===== src/assert_macros.svh =====
// Assertion macros used by the repacker top level.
`ifndef ASSERT_MACROS_SVH
`define ASSERT_MACROS_SVH
`ifndef SYNTHESIS
// Property must hold at every clock edge outside reset.
`define ASSERT_PROP(lbl, clk, rst_n, prop) \
  lbl: assert property (@(posedge clk) disable iff (!rst_n) (prop)) \
    else $error("assertion failed");
// Condition must never be true outside reset.
`define ASSERT_NEVER(lbl, clk, rst_n, cond) \
  lbl: assert property (@(posedge clk) disable iff (!rst_n) !(cond)) \
    else $error("forbidden condition seen");
`else
`define ASSERT_PROP(lbl, clk, rst_n, prop)
`define ASSERT_NEVER(lbl, clk, rst_n, cond)
`endif
`endif


===== src/repk_pkg.sv =====
// Package with the types and constants of the 7/8-bit repacker.
`timescale 1ns / 1ps
package repk_pkg;

  localparam int BYTE_BITS   = 8;
  localparam int GROUP_BITS  = 7;
  localparam int CNT_BITS    = 3;
  localparam int QUEUE_DEPTH = 2;
  localparam int QPTR_BITS   = (QUEUE_DEPTH > 1) ? $clog2(QUEUE_DEPTH) : 1;
  localparam int QCNT_BITS   = $clog2(QUEUE_DEPTH + 1);

  typedef enum logic {
    MODE_ENCODE = 1'b0,
    MODE_DECODE = 1'b1
  } mode_e;

  // One or two result bytes produced by one input item.
  typedef struct packed {
    logic                 two;
    logic [BYTE_BITS-1:0] b0;
    logic [BYTE_BITS-1:0] b1;
  } job_t;

  typedef struct packed {
    logic full;
    logic empty;
  } queue_stat_t;

endpackage


===== src/repk_in_if.sv =====
// Input channel interface: one byte and its end-of-buffer flag per item.
`timescale 1ns / 1ps
interface repk_in_if;
  import repk_pkg::*;
  logic                 valid;
  logic                 ready;
  logic [BYTE_BITS-1:0] data_in;
  logic                 end_of_buffer;

  modport source (output valid, output data_in, output end_of_buffer, input ready);
  modport sink (input valid, input data_in, input end_of_buffer, output ready);
endinterface


===== src/repk_out_if.sv =====
// Output channel interface: one result byte and its run-last flag per item.
`timescale 1ns / 1ps
interface repk_out_if;
  import repk_pkg::*;
  logic                 valid;
  logic                 ready;
  logic [BYTE_BITS-1:0] data_out;
  logic                 run_last;

  modport source (output valid, output data_out, output run_last, input ready);
  modport sink (input valid, input data_out, input run_last, output ready);
endinterface


===== src/base128_bit_repacker_top.sv =====
// Top level of the 7-bit / 8-bit repacker: front end, job queue and sequencer.
`timescale 1ns / 1ps
// Usage: bytes enter on the in_i channel (data_in, end_of_buffer) with a
// valid/ready handshake and results leave on out_o (data_out, run_last).
// cfg_we_i/cfg_wdata_i write the mode register (0 packs bytes into 7-bit
// groups, 1 unpacks 7-bit groups into bytes); a write also clears the bits
// that are still pending. Write it only while the block is idle.
// An accepted item is turned into its results in the same cycle and written
// into a two-entry job queue; the sequencer then moves its first result from
// the queue into the output register, and one result leaves per cycle while
// the receiver takes them.
// Throughput is one item per cycle while the output keeps up and the queue
// has room; an item with two results holds the sequencer for both, so a long
// pack run or flushes with pending bits can fill the queue and stall the input.
// Items that cause no result (unpacking the first group of a run) pass
// through the front end without using the queue.
// When the receiver stalls, the output register holds its item, the queue
// fills, and in_i.ready drops only once both queue entries are taken.
// Reset selects pack mode, empties the accumulator, the queue and the
// output register; there is no clearing pass.
`include "assert_macros.svh"
module base128_bit_repacker_top (
  input  logic       clk_i,
  input  logic       rst_ni,
  input  logic       cfg_we_i,
  input  logic       cfg_wdata_i,
  repk_in_if.sink    in_i,
  repk_out_if.source out_o
);
  import repk_pkg::*;

  logic        push;
  logic        pop;
  job_t        front_job;
  job_t        queue_job;
  queue_stat_t q_stat;

  // Front end classifies each item and keeps the bit accumulator.
  repk_front u_front (
    .clk_i       (clk_i),
    .rst_ni      (rst_ni),
    .cfg_we_i    (cfg_we_i),
    .cfg_wdata_i (cfg_wdata_i),
    .in_i        (in_i),
    .q_full_i    (q_stat.full),
    .push_o      (push),
    .job_o       (front_job)
  );

  // The queue lets the input keep flowing while a result waits.
  repk_queue u_queue (
    .clk_i  (clk_i),
    .rst_ni (rst_ni),
    .push_i (push),
    .job_i  (front_job),
    .pop_i  (pop),
    .job_o  (queue_job),
    .stat_o (q_stat)
  );

  // The sequencer splits two-result jobs and sends their results one after the other.
  repk_back u_back (
    .clk_i     (clk_i),
    .rst_ni    (rst_ni),
    .job_i     (queue_job),
    .q_empty_i (q_stat.empty),
    .pop_o     (pop),
    .out_o     (out_o)
  );

  // A job is never offered to a full queue.
  `ASSERT_NEVER(a_push_full, clk_i, rst_ni, push && q_stat.full)
  // The queue cannot be full and empty at once.
  `ASSERT_NEVER(a_stat_sane, clk_i, rst_ni, q_stat.full && q_stat.empty)
  // The first result of a pair is followed at once by its closing result.
  `ASSERT_PROP(a_pair_next, clk_i, rst_ni,
    (out_o.valid && out_o.ready && !out_o.run_last) |=> (out_o.valid && out_o.run_last))

endmodule


===== src/repk_front.sv =====
// Front end: accepts items, keeps the pending bits and forms result jobs.
`timescale 1ns / 1ps
module repk_front (
  input  logic          clk_i,
  input  logic          rst_ni,
  input  logic          cfg_we_i,
  input  logic          cfg_wdata_i,
  repk_in_if.sink       in_i,
  input  logic          q_full_i,
  output logic          push_o,
  output repk_pkg::job_t job_o
);
  import repk_pkg::*;

  mode_e                 mode_q, mode_d;
  logic [GROUP_BITS-1:0] pend_q, pend_d;
  logic [CNT_BITS-1:0]   cnt_q, cnt_d;

  logic                  accept;
  logic [CNT_BITS-1:0]   cnt_e;
  logic [CNT_BITS-1:0]   n_new;
  logic [14:0]           acc_e;
  logic [13:0]           acc_d;
  logic [GROUP_BITS-1:0] rem;
  logic [GROUP_BITS-1:0] pad;
  logic                  has_out;

  assign in_i.ready = !q_full_i;
  assign accept     = in_i.valid && in_i.ready;

  always_comb begin
    cnt_e   = (cnt_q > 3'd6) ? '0 : cnt_q;
    acc_e   = {pend_q, in_i.data_in};
    acc_d   = {pend_q, in_i.data_in[GROUP_BITS-1:0]};
    n_new   = '0;
    rem     = '0;
    pad     = '0;
    has_out = 1'b0;
    job_o   = '0;
    unique case (mode_q)
      MODE_ENCODE: begin
        has_out = 1'b1;
        if (cnt_e == 3'd6) begin
          // Fourteen bits on hand: two full groups, nothing left.
          job_o.two = 1'b1;
          job_o.b0  = {1'b0, acc_e[13:7]};
          job_o.b1  = {1'b0, acc_e[6:0]};
        end else begin
          n_new    = 3'(cnt_e + 3'd1);
          job_o.b0 = {1'b0, 7'(acc_e >> n_new)};
          rem      = acc_e[GROUP_BITS-1:0] & ~(7'h7F << n_new);
          pad      = 7'(rem << (3'd7 - n_new));
          if (in_i.end_of_buffer) begin
            job_o.two = 1'b1;
            job_o.b1  = {1'b0, pad};
          end
        end
      end
      MODE_DECODE: begin
        if (cnt_q != '0) begin
          has_out  = 1'b1;
          n_new    = 3'(cnt_q - 3'd1);
          job_o.b0 = 8'(acc_d >> n_new);
          rem      = acc_d[GROUP_BITS-1:0] & ~(7'h7F << n_new);
        end else begin
          n_new = 3'd7;
          rem   = in_i.data_in[GROUP_BITS-1:0];
        end
      end
      default: ;
    endcase
  end

  assign push_o = accept && has_out;

  always_comb begin
    mode_d = mode_q;
    pend_d = pend_q;
    cnt_d  = cnt_q;
    if (cfg_we_i) begin
      // A mode write always starts from an empty accumulator.
      mode_d = mode_e'(cfg_wdata_i);
      pend_d = '0;
      cnt_d  = '0;
    end else if (accept) begin
      if (in_i.end_of_buffer) begin
        pend_d = '0;
        cnt_d  = '0;
      end else begin
        pend_d = rem;
        cnt_d  = n_new;
      end
    end
  end

  always_ff @(posedge clk_i or negedge rst_ni) begin
    if (!rst_ni) begin
      mode_q <= MODE_ENCODE;
      pend_q <= '0;
      cnt_q  <= '0;
    end else begin
      mode_q <= mode_d;
      pend_q <= pend_d;
      cnt_q  <= cnt_d;
    end
  end

endmodule


===== src/repk_queue.sv =====
// Short job queue between the front end and the output sequencer.
`timescale 1ns / 1ps
module repk_queue (
  input  logic                  clk_i,
  input  logic                  rst_ni,
  input  logic                  push_i,
  input  repk_pkg::job_t        job_i,
  input  logic                  pop_i,
  output repk_pkg::job_t        job_o,
  output repk_pkg::queue_stat_t stat_o
);
  import repk_pkg::*;

  job_t                 entry_q [QUEUE_DEPTH];
  logic [QPTR_BITS-1:0] wr_ptr_q, wr_ptr_d;
  logic [QPTR_BITS-1:0] rd_ptr_q, rd_ptr_d;
  logic [QCNT_BITS-1:0] cnt_q, cnt_d;
  logic                 do_push;
  logic                 do_pop;

  assign stat_o.full  = (cnt_q == QCNT_BITS'(QUEUE_DEPTH));
  assign stat_o.empty = (cnt_q == '0);
  assign job_o        = entry_q[rd_ptr_q];
  assign do_push      = push_i && !stat_o.full;
  assign do_pop       = pop_i && !stat_o.empty;

  always_comb begin
    wr_ptr_d = wr_ptr_q;
    rd_ptr_d = rd_ptr_q;
    cnt_d    = cnt_q;
    if (do_push) begin
      wr_ptr_d = (wr_ptr_q == QPTR_BITS'(QUEUE_DEPTH - 1)) ? '0 : QPTR_BITS'(wr_ptr_q + 1'b1);
    end
    if (do_pop) begin
      rd_ptr_d = (rd_ptr_q == QPTR_BITS'(QUEUE_DEPTH - 1)) ? '0 : QPTR_BITS'(rd_ptr_q + 1'b1);
    end
    if (do_push && !do_pop) begin
      cnt_d = QCNT_BITS'(cnt_q + 1'b1);
    end else if (do_pop && !do_push) begin
      cnt_d = QCNT_BITS'(cnt_q - 1'b1);
    end
  end

  always_ff @(posedge clk_i or negedge rst_ni) begin
    if (!rst_ni) begin
      wr_ptr_q <= '0;
      rd_ptr_q <= '0;
      cnt_q    <= '0;
    end else begin
      wr_ptr_q <= wr_ptr_d;
      rd_ptr_q <= rd_ptr_d;
      cnt_q    <= cnt_d;
    end
  end

  always_ff @(posedge clk_i) begin
    if (do_push) begin
      entry_q[wr_ptr_q] <= job_i;
    end
  end

endmodule


===== src/repk_back.sv =====
// Output sequencer: turns queued jobs into one result item per cycle while the receiver is ready.
`timescale 1ns / 1ps
module repk_back (
  input  logic           clk_i,
  input  logic           rst_ni,
  input  repk_pkg::job_t job_i,
  input  logic           q_empty_i,
  output logic           pop_o,
  repk_out_if.source     out_o
);
  import repk_pkg::*;

  logic                 out_valid_q, out_valid_d;
  logic [BYTE_BITS-1:0] out_data_q, out_data_d;
  logic                 out_last_q, out_last_d;
  logic                 sec_valid_q, sec_valid_d;
  logic [BYTE_BITS-1:0] sec_data_q, sec_data_d;
  logic                 load_ok;

  assign load_ok        = !out_valid_q || out_o.ready;
  assign pop_o          = load_ok && !sec_valid_q && !q_empty_i;
  assign out_o.valid    = out_valid_q;
  assign out_o.data_out = out_data_q;
  assign out_o.run_last = out_last_q;

  always_comb begin
    out_valid_d = out_valid_q;
    out_data_d  = out_data_q;
    out_last_d  = out_last_q;
    sec_valid_d = sec_valid_q;
    sec_data_d  = sec_data_q;
    if (load_ok) begin
      priority if (sec_valid_q) begin
        // Second result of a pair goes out before any new job.
        out_valid_d = 1'b1;
        out_data_d  = sec_data_q;
        out_last_d  = 1'b1;
        sec_valid_d = 1'b0;
      end else if (!q_empty_i) begin
        out_valid_d = 1'b1;
        out_data_d  = job_i.b0;
        out_last_d  = !job_i.two;
        sec_valid_d = job_i.two;
        sec_data_d  = job_i.b1;
      end else begin
        out_valid_d = 1'b0;
      end
    end
  end

  always_ff @(posedge clk_i or negedge rst_ni) begin
    if (!rst_ni) begin
      out_valid_q <= 1'b0;
      sec_valid_q <= 1'b0;
    end else begin
      out_valid_q <= out_valid_d;
      sec_valid_q <= sec_valid_d;
    end
  end

  always_ff @(posedge clk_i) begin
    out_data_q <= out_data_d;
    out_last_q <= out_last_d;
    sec_data_q <= sec_data_d;
  end

endmodule

===== src/flat_wrapper.sv =====
// flat-port wrapper written by rule: the top's interface ports become plain ports
module base128_bit_repacker_top_flat import repk_pkg::*;
  (clk_i, rst_ni, cfg_we_i, cfg_wdata_i, in_i_valid, in_i_data_in, in_i_end_of_buffer, in_i_ready, out_o_valid, out_o_data_out, out_o_run_last, out_o_ready);
  repk_in_if in_i_i ();
  repk_out_if out_o_i ();
  input  logic clk_i;
  input  logic rst_ni;
  input  logic cfg_we_i;
  input  logic cfg_wdata_i;
  input wire logic [$bits(in_i_i.valid)-1:0] in_i_valid;
  input wire logic [$bits(in_i_i.data_in)-1:0] in_i_data_in;
  input wire logic [$bits(in_i_i.end_of_buffer)-1:0] in_i_end_of_buffer;
  output wire logic [$bits(in_i_i.ready)-1:0] in_i_ready;
  output wire logic [$bits(out_o_i.valid)-1:0] out_o_valid;
  output wire logic [$bits(out_o_i.data_out)-1:0] out_o_data_out;
  output wire logic [$bits(out_o_i.run_last)-1:0] out_o_run_last;
  input wire logic [$bits(out_o_i.ready)-1:0] out_o_ready;
  assign in_i_i.valid = in_i_valid;
  assign in_i_i.data_in = in_i_data_in;
  assign in_i_i.end_of_buffer = in_i_end_of_buffer;
  assign in_i_ready = in_i_i.ready;
  assign out_o_valid = out_o_i.valid;
  assign out_o_data_out = out_o_i.data_out;
  assign out_o_run_last = out_o_i.run_last;
  assign out_o_i.ready = out_o_ready;
  base128_bit_repacker_top u_core (.clk_i(clk_i), .rst_ni(rst_ni), .cfg_we_i(cfg_we_i), .cfg_wdata_i(cfg_wdata_i), .in_i(in_i_i), .out_o(out_o_i));
endmodule

===== config.mk =====
export PLATFORM = sky130hd
export DESIGN_NAME = base128_bit_repacker_top_flat
export DESIGN_NICKNAME = d
export VERILOG_FILES = /design/src/repk_pkg.sv /design/src/repk_in_if.sv /design/src/repk_out_if.sv /design/src/base128_bit_repacker_top.sv /design/src/repk_front.sv /design/src/repk_queue.sv /design/src/repk_back.sv /design/src/flat_wrapper.sv
export VERILOG_INCLUDE_DIRS = /design/src /design/src/src
export SDC_FILE = /design/constraint.sdc
export NUM_CORES = 1
export LEC_CHECK = 0
export BUFFER_PORTS_ARGS = -buffer_cell sky130_fd_sc_hd__buf_2
export CAP_MARGIN = 20
export CORE_UTILIZATION = 40
export CTS_BUF_LIST = sky130_fd_sc_hd__clkbuf_2 sky130_fd_sc_hd__clkbuf_4 sky130_fd_sc_hd__clkbuf_8
export CTS_CLUSTER_SIZE = 25
export DETAILED_ROUTE_END_ITERATION = 8
export SYNTH_ARGS = -nofsm -noshare
export SYNTH_HDL_FRONTEND = slang
export SYNTH_SLANG_ARGS = --single-unit

===== constraint.sdc =====
create_clock -name clk_i -period 3.9 [get_ports clk_i]
set_input_delay 0 -clock clk_i [delete_from_list [all_inputs] [get_ports clk_i]]
set_output_delay 0 -clock clk_i [all_outputs]
set_load 0.03 [all_outputs]

# Word-level counts from Yosys, hierarchy flattened
# Memory sizes are Yosys's and may differ from the RTL's.
# Index checks and enable logic that the tools add are counted.
# word_totals
ff_bits	34
mem_bits_rw	34
input_bits	15
n_memories	1
# classes
n_addsub	7
magnitude_cmp	1
n_eq_ne	3
shifts	5
muxes	35
n_bitwise	7
n_reduce_logical	22
# memory_table
name	depth	word_bits	read_ports	rd_clocked_by_memory_dff	wr	line_no	source
u_core.u_queue.entry_q	2	17	1	0	1	repk_queue.sv:14	job_t entry_q [QUEUE_DEPTH];
# ops
cell	n
$mux W7	6
$mux W8	4
$mux W3	6
$mux W17	1
$pmux W8 S2	1
$shr A15 B3 Y7	1
$and A7 B7 Y7	2
$not A7 Y7	2
$pmux W7 S2	1
$shl A7 B3 Y7 const A	2
$shr A14 B3 Y8	1
$mux W1	12
$logic_and A1 B1 Y1	8
$logic_not A1 Y1	7
$shl A7 B3 Y7	1
$pmux W3 S2	1
$mux W2	2
$reduce_bool A2 Y1	2
$add A3 B1 Y3 const B	1
$eq A3 B3 Y1 const B	1
$gt A3 B3 Y1 const B	1
$not A1 Y1	3
$reduce_and A3 Y1	1
$reduce_bool A3 Y1	1
other kinds (11)	12

# Longest topological paths before layout
# depth
depth_word	11
mapped_depth	11
ltp_nobuf	9

# Hierarchy
# A second synthesis with hierarchy kept.
# unflattened
cells_unflattened	357
hier_area_um2	4257.8
# by_module_without_submodules
module	n_inst	cells_each	area_each_um2
repk_front	1	246	2059.5
repk_queue	1	72	1473.9
repk_back	1	39	724.4

# Worst setup path after synthesis
# Ideal clock, no wire load.
# synth_path
path_kind	register -> register
from	register u_core.u_front.cnt_q[1]
to	memory u_core.u_queue.entry_q[0][10] (netlist bit) (data pin)
arrival_time_ns	2.185
t_required_ns	3.629
path_slack_ns	1.445
stages_incl_launch_ff	10
n_path_buf	2
cell_sequence	dfrtp_1 > buf_2 > inv_1 > ha_1 > buf_2 > mux4_2 > nand2_1 > a21oi_1 > a221oi_1 > o21ai_1
# synth_lines
element	line_no	source
from (decl)	repk_front.sv:17	logic [CNT_BITS-1:0] cnt_q, cnt_d;
from (signal assigned)	repk_front.sv:104	cnt_q <= cnt_d;
to (decl)	repk_queue.sv:14	

==> metrics.yaml <==
sta:
  post-route-period-util_pct: 82.3
  rsz0062_at_grt: "false"
  fin_skew_ps: 11.0
  slew_headroom_pct: 40.4
  worstMarginPinSlew_ps: 894
  setup_viol: 0
  max_freq_mhz: 312
  layout_min_cycle_time_ps: 3210
  setup-tns-final_ps: 0
  drv_slew: 0
  final_hold_viol_count: 0
drt:
  wl_mm: 9.97
  routed_via_density: 5.94
  wl_per_cell_um: 19.1
  firstDrtPassIters: 7
  ant_nets: 0
  vias: 3094
  first_iter_violations: 213
  drcViolationCount: 0
logic_synthesis:
  synth_ff_type: "edfxtp_1"
  synth-edff-count: 48
  syn_area_um2: 3990
  synth_top_area_cell: "edfxtp_1"
  yosys.area.top_type_share_pct: 36.1
  yosysUniqueCellTypes: 62
  ys_seq_area_share_pct: 46.8
  ys_warn_count: 0
  synth-seq-cells: 65
  synth_cells: 368
  synth.net_count: 391
  avgSynthCellArea_um2: 10.8
  ys_async_sr_fraction_pct: 26.2
  post_synth_main_area_contributors: "edfxtp_1 (36%), dfrtp_1 (11%), mux4_2 (7.3%)"
power_and_ir_drop:
  p_leak_nw: 1.69
  p_per_area_nw_per_um2: 606
  design_power_total_w: 0.00270
  vdd_drop_max_mv: 0.219
worst_setup_path:
  critPathLaunchType: "flop"
  crit_chain: "inv_1 > ha_1 > buf_4 > mux4_2 > nand2_1 > nand2_1 > a32oi_1 > o31ai_1"
  cp.buffers_inverters: 2
  cp.arrival_ps: 3270
  critPathKind: "flop to flop"
  end_kind: "flop"
  cpPeakStageDelay_ps: 860
  path_max_fanout: 28
  required_ps: 3960
  crit_path_frequent_cell: "nand2_1"
  crit_path_top_delay_cell: "ha_1"
  critPathTopFamily: "adder cells"
floorplan:
  die_h_um: 102
  std_cell_rows: 36
  coreArea_um2: 9730
  initial_utilization_pct: 41.0
  die_w_um: 102
  dieArea_um2: 10400
  io_pins: 26
placement:
  dpl.hpwl_mm: 6.89
  port_buffers: 25
  routabilityCongestion: 0.903
cts:
  cts_buffers: 9
  cts_root_buf: "clkbuf_8"
  clk_latency_ps: 330
  clk_pin_slew_ps: 80
  ctsResizeCount: 0
  cts-htree-levels: 3
  clock-sinks: 65
  clk_path_buf_depth: 2
  cts_tree: "yes"
final_layout:
  final_cell_mix: "nand2_1 (50), edfxtp_1 (48), buf_2 (25), nor2_1 (22), a21oi_1 (18)"
  nFillCells: 933
  num-nets-final: 406
  final_common_cell: "nand2_1"
  antenna_cells: 0
  utilization_pct: 45.7
  area_growth_pct: 11.4
  drive_gt1_share_pct: 18.8
flow_run:
  cap_viol_max_count: 0
grt:
  grt_pass1_vias: 2960
  antenna_found_initial: 0
  grt_max_degree: 29
  track_usage_pct: 20.8
  grt_overflow_total: 0
  grt_pass1_wl_mm: 15.9
status:
  status: "complete, no violations"
worst_hold_path:
  min_path_type: "primary input to flop"
==> cells by family (layout without fill, tap and decap cells) <==
family | Yosys count | after routing | synth area share [%]
xor+xnor | 5 | 5 | 1.10
simple gates | 117 | 117 | 14.3
compound gates | 99 | 99 | 18.1
buf+inv | 40 | 60 | 4.39
mux | 34 | 34 | 12.9
fa+ha+maj | 8 | 8 | 2.51
flops | 65 | 65 | 46.8
==> final cells by class <==
class	instances	area, um^2	area share (%)
clock buffer	12	153	3.43
multi-input combinational	263	1950	43.8
inverter	10	37.5	0.844
tap	133	166	3.74
clock inverter	4	68.8	1.55
timing repair buffer	34	205	4.62
sequential	65	1870	42.0
==> metrics by stage <==
step	setup slack [ps]	instances	hold WS, ps	instance area, um^2
final	691	521	68.0	4450
after global routing	470	521	58.1	4450
after CTS	752	521	39.3	4450
after detailed placement	773	500	-47.3	4170
after global placement	902	500	-48.9	4170
after floorplan	1440	368	-296	3990
==> cells in the mapped netlist (all sizes together) (3+ instances only) <==
| cell type | instances |
|---|---|
| nand2 | 51 |
| edfxtp | 48 |
| nor2 | 22 |
| a21oi | 18 |
| clkbuf | 17 |
| dfrtp | 17 |
| o21ai | 16 |
| buf | 13 |
| mux2i | 13 |
| mux4 | 13 |
| inv | 10 |
| ha | 8 |
| mux2 | 8 |
| nand2b | 7 |
| nor3 | 7 |
| a21o | 6 |
| a22o | 5 |
| a31oi | 5 |
| nand3 | 5 |
| a221o | 4 |
| a221oi | 4 |
| a32oi | 4 |
| and2 | 4 |
| o22ai | 4 |
| or3 | 4 |
| xor2 | 4 |
| a211oi | 3 |
| and3 | 3 |
| and3b | 3 |
| o211ai | 3 |
| o2bb2ai | 3 |
| o31ai | 3 |
| or2 | 3 |
==> worst paths after layout <==
path                       depth (start not counted)               startpoint                            end  slack, ps
min in group asynchronous                          2                   rst_ni        u_core.u_front.cnt_q[1]        120
min reg2reg                                        1  u_core.u_queue.wr_ptr_q        u_core.u_queue.wr_ptr_q        490
max reg2reg                                        8  u_core.u_front.cnt_q[1]  u_core.u_queue.entry_q[0][11]        690
max                                                8  u_core.u_front.cnt_q[1]  u_core.u_queue.entry_q[0][11]        690
max in group asynchronous                          2                   rst_ni        u_core.u_queue.rd_ptr_q       3480
min                                                3          in_i_data_in[6]       u_core.u_front.pend_q[6]         70
==> report_power, final <==
part / total (W) / switching (W) / internal (W)
Combinational: 0.000928 / 0.000570 / 0.000357
Sequential: 0.00113 / 0.000140 / 0.000991
Clock: 0.000637 / 0.000248 / 0.000389
Total: 0.00270 / 0.000958 / 0.00174
==> routing by layer <==
layer	vias up	GRT usage, %	share of wire [%]
li1	1434	-	-
met4	0	10.8	1.8
met5	-	0	0
met2	133	32.6	48
met1	1510	27.2	43
met3	17	4.38	7.2
==> tightest hold or removal path: cells and delay by family <==
| family | cells | cell delay, ps |
|---|---|---|
| AOI/OAI and AO/OA | 2 | 170 |
| buffers and inverters | 1 | 180 |
==> flip-flops by register name, indices dropped and copies added, names as in the netlist <==
register and cells:
u_core.u_queue.entry_q 32, u_core.u_queue.cnt_q 2, u_core.u_front.cnt_q 3, u_core.u_back.out_o.data_out 8
u_core.u_queue.wr_ptr_q 1, u_core.u_front.mode_q 1, u_core.u_back.sec_valid_q 1, u_core.u_back.sec_data_q 7
u_core.u_front.pend_q 7, u_core.u_back.out_o.run_last 1, u_core.u_queue.rd_ptr_q 1, u_core.u_back.out_o.valid 1
==> timing repair <==
| item | in CTS | in global routing |
|---|---|---|
| buffers inserted | 0 | 0 |
| hold endpoints to repair | 20 | 0 |
| hold buffers | 5 | 0 |
No activity file was read; power rests on OpenSTA's default activity.
